$ cat config.mk
export PLATFORM = sky130hd
export DESIGN_NAME = link_handshake_keepalive_fsm
export DESIGN_NICKNAME = d
export VERILOG_FILES = /design/src/hdl/lhk_pkg.sv /design/src/hdl/lhk_front.sv /design/src/hdl/lhk_back.sv /design/src/hdl/link_handshake_keepalive_fsm.sv
export SDC_FILE = /design/constraint.sdc
export NUM_CORES = 1
export LEC_CHECK = 0
export BUFFER_PORTS_ARGS = -buffer_cell sky130_fd_sc_hd__buf_2
export CAP_MARGIN = 20
export CORE_MARGIN = 3
export CORE_UTILIZATION = 50
export DETAILED_ROUTE_END_ITERATION = 10
export GPL_TIMING_DRIVEN = 0
export PLACE_DENSITY = 0.75
export SYNTH_ARGS = -nofsm -noshare
export SYNTH_HDL_FRONTEND = slang
export SYNTH_SLANG_ARGS = --single-unit
$ cat constraint.sdc
create_clock -name aclk -period 4 [get_ports aclk]
set_clock_uncertainty 0.15 [all_clocks]
set_input_delay 0.8 -clock aclk [delete_from_list [all_inputs] [get_ports aclk]]
set_output_delay 0.8 -clock aclk [all_outputs]
set_load 0.05 [all_outputs]
$ cat src/hdl/lhk_pkg.sv
// Package with types, codes and helpers of the link handshake block.
package lhk_pkg;

    // Width of the local and peer generation numbers.
    localparam int GEN_W = 32;

    // Event codes as carried in req_type.
    typedef enum logic [2:0] {
        EV_CONNECT  = 3'd0,
        EV_DISCON   = 3'd1,
        EV_INT_DISC = 3'd2,
        EV_RX_REQ   = 3'd3,
        EV_RX_ACK   = 3'd4,
        EV_RX_RST   = 3'd5,
        EV_RX_ALV   = 3'd6,
        EV_TICK     = 3'd7
    } lhk_ev_t;

    // Connection state, one-hot.
    typedef enum logic [2:0] {
        ST_DISC    = 3'b001,
        ST_CONNING = 3'b010,
        ST_CONN    = 3'b100
    } lhk_state_t;

    // Packet codes.
    localparam logic [2:0] PKT_NONE = 3'd0;
    localparam logic [2:0] PKT_REQ  = 3'd1;
    localparam logic [2:0] PKT_ACK  = 3'd2;
    localparam logic [2:0] PKT_RST  = 3'd3;
    localparam logic [2:0] PKT_ALV  = 3'd4;

    // Notice codes.
    localparam logic [1:0] NOTE_NONE = 2'd0;
    localparam logic [1:0] NOTE_UP   = 2'd1;
    localparam logic [1:0] NOTE_DOWN = 2'd2;

    // Link state codes on the result beat.
    localparam logic [1:0] LS_DISC    = 2'd0;
    localparam logic [1:0] LS_CONNING = 2'd1;
    localparam logic [1:0] LS_CONN    = 2'd2;

    // Reset value of the dead limit register.
    localparam logic [3:0] DEAD_LIMIT_RST = 4'd3;
    localparam logic [3:0] MISSED_MAX     = 4'd15;

    // Input beat.
    typedef struct packed {
        logic [2:0]  req_type;
        logic [31:0] peer_generation;
    } lhk_in_t;

    // Result beat.
    typedef struct packed {
        logic [2:0]  send_packet;
        logic [31:0] packet_generation;
        logic [1:0]  link_notice;
        logic [1:0]  link_state;
        logic        delivery_on;
        logic        bad_request;
    } lhk_out_t;

    // One classified event as it waits in the queue.
    typedef struct packed {
        lhk_ev_t          ev;
        logic [GEN_W-1:0] peer_gen;
    } lhk_evq_t;

    // Queue head as the front presents it to the back.
    typedef struct packed {
        logic     valid;
        lhk_evq_t entry;
    } lhk_head_t;

    // Map the one-hot state to its code on the result beat.
    function automatic logic [1:0] state_code(lhk_state_t st);
        logic [1:0] code;
        unique case (st)
            ST_DISC:    code = LS_DISC;
            ST_CONNING: code = LS_CONNING;
            ST_CONN:    code = LS_CONN;
            default:    code = LS_DISC;
        endcase
        return code;
    endfunction

endpackage

$ cat src/hdl/lhk_front.sv
// Front end: accepts input beats, classifies them and queues them for the back end.
module lhk_front (
    input  logic               aclk,
    input  logic               aresetn,
    input  logic               s_valid,
    output logic               s_ready,
    input  lhk_pkg::lhk_in_t   s_data,
    output lhk_pkg::lhk_head_t head,
    input  logic               pop
);
    import lhk_pkg::*;

    lhk_evq_t   q_mem [2];
    logic       wr_ptr_reg, wr_ptr_next;
    logic       rd_ptr_reg, rd_ptr_next;
    logic [1:0] count_reg, count_next;
    logic       push;
    logic       do_pop;
    lhk_evq_t   cls;

    // Classify the incoming event; the peer generation rides along and only REQ and ACK use it.
    always_comb begin
        cls.peer_gen = s_data.peer_generation[GEN_W-1:0];
        cls.ev       = lhk_ev_t'(s_data.req_type);
    end

    // Two-entry queue control.
    assign s_ready = (count_reg != 2'd2);
    assign push    = s_valid && s_ready;
    assign do_pop  = pop && (count_reg != 2'd0);

    always_comb begin
        wr_ptr_next = push ? ~wr_ptr_reg : wr_ptr_reg;
        rd_ptr_next = do_pop ? ~rd_ptr_reg : rd_ptr_reg;
        count_next  = count_reg;
        if (push && !do_pop) begin
            count_next = count_reg + 2'd1;
        end else if (do_pop && !push) begin
            count_next = count_reg - 2'd1;
        end
    end

    always_ff @(posedge aclk) begin
        if (!aresetn) begin
            wr_ptr_reg <= 1'b0;
            rd_ptr_reg <= 1'b0;
            count_reg  <= 2'd0;
        end else begin
            wr_ptr_reg <= wr_ptr_next;
            rd_ptr_reg <= rd_ptr_next;
            count_reg  <= count_next;
        end
    end

    // Queue storage.
    always_ff @(posedge aclk) begin
        if (push) begin
            q_mem[wr_ptr_reg] <= cls;
        end
    end

    // Head of the queue.
    assign head.valid = (count_reg != 2'd0);
    assign head.entry = q_mem[rd_ptr_reg];

endmodule

$ cat src/hdl/lhk_back.sv
// Back end: applies queued events to the link state and registers the result beat.
module lhk_back (
    input  logic               aclk,
    input  logic               aresetn,
    input  logic               cfg_we,
    input  logic [3:0]         cfg_wdata,
    input  lhk_pkg::lhk_head_t head,
    output logic               pop,
    output logic               m_valid,
    input  logic               m_ready,
    output lhk_pkg::lhk_out_t  m_data
);
    import lhk_pkg::*;

    lhk_state_t       st_reg, st_next;
    logic [GEN_W-1:0] local_gen_reg, local_gen_next;
    logic [GEN_W-1:0] peer_gen_reg, peer_gen_next;
    logic [31:0]      attempt_reg, attempt_next;
    logic [3:0]       missed_reg, missed_next;
    logic [3:0]       dead_limit_reg;
    logic             m_valid_reg;
    lhk_out_t         m_data_reg, m_data_next;
    logic [2:0]       pkt;
    logic [1:0]       note;
    logic             bad;
    logic             go_up;
    logic             go_down;

    // Take the next event whenever the output register is free or being drained.
    assign pop = head.valid && (!m_valid_reg || m_ready);

    // Event handling.
    always_comb begin
        st_next        = st_reg;
        local_gen_next = local_gen_reg;
        peer_gen_next  = peer_gen_reg;
        attempt_next   = attempt_reg;
        missed_next    = missed_reg;
        pkt            = PKT_NONE;
        note           = NOTE_NONE;
        bad            = 1'b0;
        go_up          = 1'b0;
        go_down        = 1'b0;

        case (head.entry.ev)
            EV_CONNECT: begin
                if (st_reg == ST_DISC) begin
                    local_gen_next = local_gen_reg + 1'b1;
                    attempt_next   = attempt_reg + 32'd1;
                    missed_next    = 4'd0;
                    pkt            = PKT_REQ;
                    st_next        = ST_CONNING;
                end else begin
                    bad = 1'b1;
                end
            end
            EV_DISCON: begin
                if (st_reg == ST_CONNING) begin
                    go_down = 1'b1;
                end else if (st_reg == ST_CONN) begin
                    pkt     = PKT_RST;
                    go_down = 1'b1;
                end
            end
            EV_INT_DISC: begin
                if (st_reg == ST_CONN) begin
                    pkt     = PKT_RST;
                    go_down = 1'b1;
                end
            end
            EV_RX_REQ: begin
                if (st_reg == ST_CONNING) begin
                    pkt   = PKT_ACK;
                    go_up = 1'b1;
                end else if (st_reg == ST_CONN) begin
                    pkt     = PKT_RST;
                    go_down = 1'b1;
                end
            end
            EV_RX_ACK: begin
                go_up = (st_reg == ST_CONNING);
            end
            EV_RX_RST: begin
                go_down = (st_reg == ST_CONN);
            end
            EV_RX_ALV: begin
                if (st_reg == ST_CONN) begin
                    missed_next = 4'd0;
                end
            end
            default: begin
                // Timer tick: keepalive or dead-peer detection.
                if (st_reg == ST_CONN) begin
                    if (missed_reg >= dead_limit_reg) begin
                        pkt     = PKT_RST;
                        go_down = 1'b1;
                    end else begin
                        pkt = PKT_ALV;
                        if (missed_reg < MISSED_MAX) begin
                            missed_next = missed_reg + 4'd1;
                        end
                    end
                end
            end
        endcase

        if (go_up) begin
            missed_next   = 4'd0;
            peer_gen_next = head.entry.peer_gen;
            st_next       = ST_CONN;
            note          = NOTE_UP;
        end
        if (go_down) begin
            st_next = ST_DISC;
            note    = NOTE_DOWN;
        end

        // Result beat built from the state after the event.
        m_data_next.send_packet       = pkt;
        m_data_next.packet_generation = (pkt != PKT_NONE) ? 32'(local_gen_next) : 32'd0;
        m_data_next.link_notice       = note;
        m_data_next.link_state        = state_code(st_next);
        m_data_next.delivery_on       = (st_next == ST_CONN);
        m_data_next.bad_request       = bad;
    end

    // Link state registers.
    always_ff @(posedge aclk) begin
        if (!aresetn) begin
            st_reg        <= ST_DISC;
            local_gen_reg <= '0;
            peer_gen_reg  <= '0;
            attempt_reg   <= 32'd0;
            missed_reg    <= 4'd0;
        end else if (pop) begin
            st_reg        <= st_next;
            local_gen_reg <= local_gen_next;
            peer_gen_reg  <= peer_gen_next;
            attempt_reg   <= attempt_next;
            missed_reg    <= missed_next;
        end
    end

    // Dead limit configuration register.
    always_ff @(posedge aclk) begin
        if (!aresetn) begin
            dead_limit_reg <= DEAD_LIMIT_RST;
        end else if (cfg_we) begin
            dead_limit_reg <= cfg_wdata;
        end
    end

    // Output register.
    always_ff @(posedge aclk) begin
        if (!aresetn) begin
            m_valid_reg <= 1'b0;
        end else if (pop) begin
            m_valid_reg <= 1'b1;
        end else if (m_ready) begin
            m_valid_reg <= 1'b0;
        end
    end

    always_ff @(posedge aclk) begin
        if (pop) begin
            m_data_reg <= m_data_next;
        end
    end

    assign m_valid = m_valid_reg;
    assign m_data  = m_data_reg;

endmodule

$ cat src/hdl/link_handshake_keepalive_fsm.sv
// Link handshake and keepalive machine: one event beat in, one result beat out. Events
// are taken one per cycle while s_ready is high; each event is held in the two-entry queue
// of the front end, and the back end takes it from the queue head, updating the link state
// as it loads its output register. s_ready drops only when the queue is full because
// results are not being taken. The user writes dead_limit through cfg_we/cfg_wdata only
// while no events are in flight; the block itself does not enforce this.
module link_handshake_keepalive_fsm (
    input  logic              aclk,
    input  logic              aresetn,
    input  logic              cfg_we,
    input  logic [3:0]        cfg_wdata,
    input  logic              s_valid,
    output logic              s_ready,
    input  lhk_pkg::lhk_in_t  s_data,
    output logic              m_valid,
    input  logic              m_ready,
    output lhk_pkg::lhk_out_t m_data
);
    import lhk_pkg::*;

    lhk_head_t head;
    logic      pop;

    // Event classification and queue.
    lhk_front u_front (
        .aclk    (aclk),
        .aresetn (aresetn),
        .s_valid (s_valid),
        .s_ready (s_ready),
        .s_data  (s_data),
        .head    (head),
        .pop     (pop)
    );

    // State update and result register.
    lhk_back u_back (
        .aclk      (aclk),
        .aresetn   (aresetn),
        .cfg_we    (cfg_we),
        .cfg_wdata (cfg_wdata),
        .head      (head),
        .pop       (pop),
        .m_valid   (m_valid),
        .m_ready   (m_ready),
        .m_data    (m_data)
    );

endmodule

==> results of run 1 <==
==> final cells by class <==
class / instances / share of cell area (%)
timing repair buffer: 54 / 5.37
inverter: 10 / 0.707
multi-input combinational: 342 / 39.9
tap: 108 / 2.54
clock inverter: 6 / 1.70
clock buffer: 10 / 2.59
buffer: 26 / 2.14
sequential: 96 / 45.0
==> Yosys cell counts, types with 2 or more instances <==
library cell / number / area [um2]
and4_1: 3 / 26.3
o22ai_1: 2 / 12.5
nand4_1: 18 / 113
buf_2: 6 / 30.0
a21oi_1: 13 / 65.1
nor3_1: 9 / 45.0
buf_1: 5 / 18.8
or2_2: 2 / 12.5
xnor2_1: 17 / 149
clkbuf_1: 14 / 52.6
o211ai_1: 2 / 15.0
nand2_1: 41 / 154
mux2i_4: 2 / 45.0
edfxtp_1: 47 / 1410
or3_1: 6 / 37.5
mux2_2: 3 / 33.8
or4_1: 4 / 30.0
nand2b_1: 5 / 31.3
nand3_1: 25 / 125
and2_1: 2 / 12.5
nor2_1: 80 / 300
o21a_1: 4 / 30.0
o21ai_0: 14 / 70.1
xor2_1: 42 / 368
dfxtp_1: 49 / 981
nor4_1: 5 / 31.3
inv_1: 10 / 37.5
mux2i_1: 4 / 40.0
ha_1: 7 / 87.6
a211oi_1: 4 / 30.0
and3_1: 7 / 43.8
==> power by group <==
group	leakage (nW)	internal, mW	switching (mW)
clock	0.115	0.372	0.351
sequential	0.859	1.29	0.0653
combinational	0.941	0.285	1.07
==> through the flow <==
| step | worst slack [ns] | area, um2 | TNS, ns | hold WS, ns |
|---|---|---|---|---|
| global placement | -0.175 | 5060 | -0.643 | 0.311 |
| detailed placement | 0.954 | 5080 | 0 | 0.328 |
| CTS | 0.946 | 5310 | 0 | 0.354 |
| floorplan | 0.662 | 4660 | 0 | 0.298 |
| global route | 0.778 | 5310 | 0 | 0.396 |
| finish | 0.970 | 5310 | 0 | 0.350 |
==> cells by family (layout without fill, tap and decap cells) <==
family	count (synthesis)	in the layout	share of synthesized area, %
flops	96	96	51.3
fa+ha+maj	7	7	1.88
mux	10	10	2.84
xor+xnor	59	59	11.1
compound gates	47	47	6.23
buf+inv	36	106	3.22
simple gates	219	219	23.5
==> how the worst max path moves through the flow <==
stage                           startpoint                        to  slack (ns)  cells after the start
after CTS                         register         u_back.m_data[26]        0.95                      8
after global routing      u_back.st_reg[0]         u_back.m_data[18]        0.78                      8
after detailed placement          register         u_back.m_data[26]        0.95                      8
after global placement             m_ready  u_back.local_gen_reg[14]       -0.17                      8
final                             register         u_back.m_data[26]        0.97                      8
after floorplan                    m_ready  u_back.local_gen_reg[14]        0.66                      7
==> metal layers <==
| metal | up-vias | track usage (%) | part of all wire [%] |
|---|---|---|---|
| li1 | 1782 | - | - |
| met1 | 1698 | 24.6 | 43 |
| met2 | 110 | 32.9 | 49 |
| met3 | 14 | 3.65 | 6.2 |
| met4 | 0 | 7.87 | 1.5 |
| met5 | - | 0 | 0 |
==> worst max-delay path: cells and delay by family (launching register included) <==
family,cells,cell delay (ns)
AND/OR/NAND/NOR,4,1.12
buffers and inverters,2,0.63
multiplexers,1,0.35
flip-flops,1,0.33
XOR/XNOR,1,0.19
==> cell usage in the layout, fill, tap and decap left out, types with 6 or more instances in the layout <==
| cell | instances |
|---|---|
| xor2_1 | 42 |
| inv_1 | 10 |
| nand3_1 | 25 |
| o21ai_0 | 14 |
| ha_1 | 7 |
| or3_1 | 6 |
| nand4_1 | 18 |
| edfxtp_1 | 47 |
| clkbuf_1 | 14 |
| a21oi_1 | 13 |
| nand2_1 | 41 |
| and3_1 | 7 |
| clkbuf_8 | 10 |
| xnor2_1 | 17 |
| buf_2 | 60 |
| nor2_1 | 80 |
| nor3_1 | 9 |
| dfxtp_1 | 49 |
==> impl_metrics.ini, run 1 <==
[worst_hold_path]
min_from = u_back.dead_limit_reg[0]
min_path_cells = 2
min_path_type = register to register
holdPathEnd = u_back.dead_limit_reg[0]

[logic_synthesis]
ys_ff_latch = 96
synth_edf_count = 47
synth_nets = 525
ys_warn_count = 0
yosysSeqAreaShare_pct = 51.3
ys_types = 53
synthCells = 474
synth_ff_type = dfxtp_1
synthArstFlopShare_pct = 0
syn-cell-area_um2 = 4660
avgSynthCellArea_um2 = 9.84

[placed_design]
dp_cells = 636
io_buffers = 53
place.gp.congestion = 0.869
hpwl_um = 6760

[sta]
rsz0062_at_grt = false
relSlewSlack_pct = 37.7
setup_viol = 0
min_period_ns = 3.03
final_hold_viol_count = 0
tightestPinTransition_ns = 0.927
fmax_mhz = 330
timing.final.crit_share_pct = 75.7
drv_slew = 0

[cts]
cts.path.max_buffers = 2
insertion_delay_ns = 0.37
cts_buffers = 9
clock-root-buffer = clkbuf_8
cts_tree = yes
cts_sinks = 96
clk_pin_slew_ns = 0.10
ctsResizeCount = 0
postCtsSetupBuffers = 0
cts-hold-fix-buffers = 0
h-tree-depth = 3

[layout]
area_growth_pct = 13.9
seq_area_um2 = 2390
num-fill-cells = 755
final_util_pct = 59.8
finalNonFillerCells = 652
largest_reg_flops = 41
multi_input_area_um2 = 2120
final_nets = 590
antenna_cells = 0
drive_gt1_share_pct = 17.1

[grt]
grt_max_degree = 30
grt_overflow = 0
grt_usage_pct = 19.5
antenna_found_initial = 0
grt_pass1_wl_um = 16200
grt_pass1_vias = 3529

[floorplanning]
dieArea_um2 = 10500
num_io_pins = 87
die_w_um = 103
core.rowCount = 34
die_h_um = 103
core-area_um2 = 8890
start_util_pct = 52.4

[detailed_routing]
drc = 0
via_per_inst = 5.53
wire_per_inst_um = 14.8
drtPass1Iterations = 4
ant_nets = 0
via_count = 3604
drt_iter0_drc = 239
wl_um = 9640

[pwr]
leakagePower_nw = 1.91
powerDensity_nw_per_um2 = 646
ir_worst_vdd_uv = 327
finalPower_mw = 3.43

[setup_path]
r2r_setup_slack_ns = 0.97
r2r_end = u_back.m_data[26]
r2r_cells = 8
cp.required_ns = 3.97
cp_max_fo = 10
crit_path_end_kind = register
start_kind = register
crit_slowest_cell = nor4_4
worstPathArrival_ns = 3.00
crit_chain = buf_6 > mux2i_2 > nand4_4 > nor4_4 > clkbuf_1 > nand4_1 > xor2_1 > nor2_1
path_class = register to register
critical-path-max-stage-delay_ns = 0.63

[flow_run]
maxCapViolCount = 0

[outcome]
status = complete, no violations
Note: power is estimated with default switching activity, not from simulation.
==> run 2, diff against run 1 <==
Settings changed: ABC_AREA from default to 1, PLACE_DENSITY 0.75 to 0.74.
Clock period 4 ns to 2.95 ns, I/O delays scaled along.
==> run 2 against run 1 <==
Utilization fell by 1.3 points. Critical path depth rose by 3. Synthesized area rose by 8.2%. Power rose by 85%. Die area rose by 7.7%. Flip-flop and latch count did not move. Count of clock-buffer cells in the layout rose by 5. Combinational power rose by 130%. Cell area rose by 7.5%. Register-to-register slack got worse by 0.75 ns. Synthesized cell count rose by 41%. Wire length rose by 26%. Critical path type unchanged. Largest power group is now combinational logic.
==> impl_metrics.ini, run 2 <==
[floorplanning]
dieArea_um2 = 11300
start_util_pct = 51.6
die_w_um = 106
die_h_um = 106
num_io_pins = 87
core-area_um2 = 9770
core.rowCount = 36

[logic_synthesis]
ys_warn_count = 0
synthCells = 666
avgSynthCellArea_um2 = 7.57
ys_types = 34
ys_ff_latch = 96
netlist_top_cells_area = edfxtp_1 28%, dfxtp_1 19%, nand2_1 11%
synth_edf_count = 47
synthArstFlopShare_pct = 0
synth_nets = 717
yosysMostFrequentCell = nand2_1
yosysSeqAreaShare_pct = 47.4
syn-cell-area_um2 = 5040
yosys.area.top_type_share_pct = 28.0
synth_top_area_cell = edfxtp_1
synth_common_cells = 146 x nand2_1, 121 x inv_1, 69 x nor2_1, 56 x nand3_1, 49 x dfxtp_1
synth_ff_type = dfxtp_1

[sta]
timing.final.crit_share_pct = 92.6
final_hold_viol_count = 0
tns_ns = 0
drv_slew = 0
min_period_ns = 2.73
setup_viol = 0
rsz0062_at_grt = false
relSlewSlack_pct = 48.5
fmax_mhz = 366
tightestPinTransition_ns = 0.766

[grt]
grt_usage_pct = 22.8
grt_overflow = 0
grt_pass1_vias = 4182
grt_pass1_wl_um = 20200
antenna_found_initial = 0
grt_max_degree = 34

[layout]
finalNonFillerCells = 869
seq_area_um2 = 2390
final_nets = 782
num-fill-cells = 889
design_area_um2 = 5710
area_growth_pct = 13.2
final_cell_mix = 146 x nand2_1, 121 x inv_1, 69 x nor2_1, 56 x nand3_1, 53 x buf_2
multi_input_area_um2 = 2090
largest_reg_flops = 41
drive_gt1_share_pct = 12.5
final_util_pct = 58.4
mostFrequentLayoutCell = nand2_1
antenna_cells = 0

[detailed_routing]
via_per_inst = 5.12
via_count = 4453
drt_iter0_drc = 360
ant_nets = 0
wl_um = 12200
drtPass1Iterations = 5
wire_per_inst_um = 14.0
drc = 0

[worst_hold_path]
min_from = s_data[34]
holdPathEnd = u_front.q_mem[0][34]
min_path_cells = 1
min_path_type = input port to register

[setup_path]
crit_path_end_kind = register
cp.required_ns = 2.92
path_delay_family = simple AND/OR/NAND/NOR gates
crit_slowest_cell = clkinv_1
crit_chain = inv_1 > nand3_1 > clkinv_1 > nand3_4 > inv_4 > nor2_1 > and2_4 > nand3_4 > inv_4 > buf_8 > nor2_1
cp_max_fo = 10
r2r_setup_slack_ns = 0.22
path_class = register to register
worstPathArrival_ns = 2.71
critical-path-max-stage-delay_ns = 0.39
r2r_end = u_back.m_data[9]
cp.buffers_inverters = 5
reg2reg_from = u_back.st_reg[1]
r2r_cells = 11
start_kind = register

[cts]
insertion_delay_ns = 0.38
cts_sinks = 96
clk_pin_slew_ns = 0.09
ctsResizeCount = 0
h-tree-depth = 3
postCtsSetupBuffers = 0
clock-root-buffer = clkbuf_8
cts.path.max_buffers = 2
cts_buffers = 9
cts-hold-fix-buffers = 0
cts_tree = yes

[placed_design]
placed_cell_area_um2 = 5500
place.gp.congestion = 0.957
hpwl_um = 9040
dp_cells = 853
io_buffers = 53

[pwr]
leakagePower_nw = 2.69
powerDensity_nw_per_um2 = 1110
finalPower_mw = 6.36
ir_worst_vdd_uv = 550

[flow_run]
maxCapViolCount = 0

[outcome]
status = complete, no violations
run 2: changes by cell type after synthesis, sizes merged, moves of 8 or more:
cell / change
buf: -9
nor3: +8
xor2: -30
nand2: +106
nand3: +33
xnor2: -15
o21ai: +21
inv: +115
a21oi: +38
run 2: per-layer routing:
metal  vias up  track usage (%)  wire length [um]  share of wire [%]
met5         -                0                 0                  0
met4         0             8.40               255                2.1
met3        19             3.64               847                7.0
met2       156             37.4              5660                 46
met1      2015             30.7              5420                 44
li1       2263                -                 -                  -
run 2: cell type report:
type / instances / area share [%]
buffer: 15 / 1.40
clock buffer: 15 / 3.66
timing repair buffer: 54 / 5.00
sequential: 96 / 41.9
inverter: 127 / 8.44
multi-input combinational: 428 / 36.6
tap: 133 / 2.91
clock inverter: 1 / 0.0876
run 2: how the worst max path moves through the flow:
stage	cells past startpoint	endpoint	from
floorplan	5	u_back.m_data[0]	m_ready
global placement	6	u_back.m_data[22]	m_ready
detailed placement	11	u_back.m_data[9]	u_back.st_reg[1]
CTS	11	u_back.m_data[9]	u_back.st_reg[1]
global route	11	u_back.m_data[9]	u_back.st_reg[1]
finish	11	u_back.m_data[9]	u_back.st_reg[1]
run 2: where the power goes:
| group | internal (mW) | switching, mW |
|---|---|---|
| registers | 2.01 | 0.311 |
| clock network | 0.456 | 0.449 |
| logic | 0.755 | 2.38 |
| total | 3.22 | 3.14 |
run 2: metrics by stage:
| step | worst slack [ns] | hold slack [ns] |
|---|---|---|
| after floorplan | 0.105 | 0.276 |
| after global placement | -0.737 | 0.286 |
| after detailed placement | 0.248 | 0.294 |
| after CTS | 0.229 | 0.238 |
| after global routing | 0.0820 | 0.244 |
| final | 0.218 | 0.248 |
run 2: kinds of logic (layout without fill, tap and decap cells):
family / Yosys count / in the layout / share of synthesized area [%]
AOI/OAI and AO/OA: 92 / 92 / 9.90
xor gates and xnor gates: 14 / 14 / 2.43
adders and majority gates: 7 / 7 / 1.74
buffers and inverters: 142 / 212 / 11.1
DFF: 96 / 96 / 47.4
and+or+nand+nor: 315 / 315 / 27.4
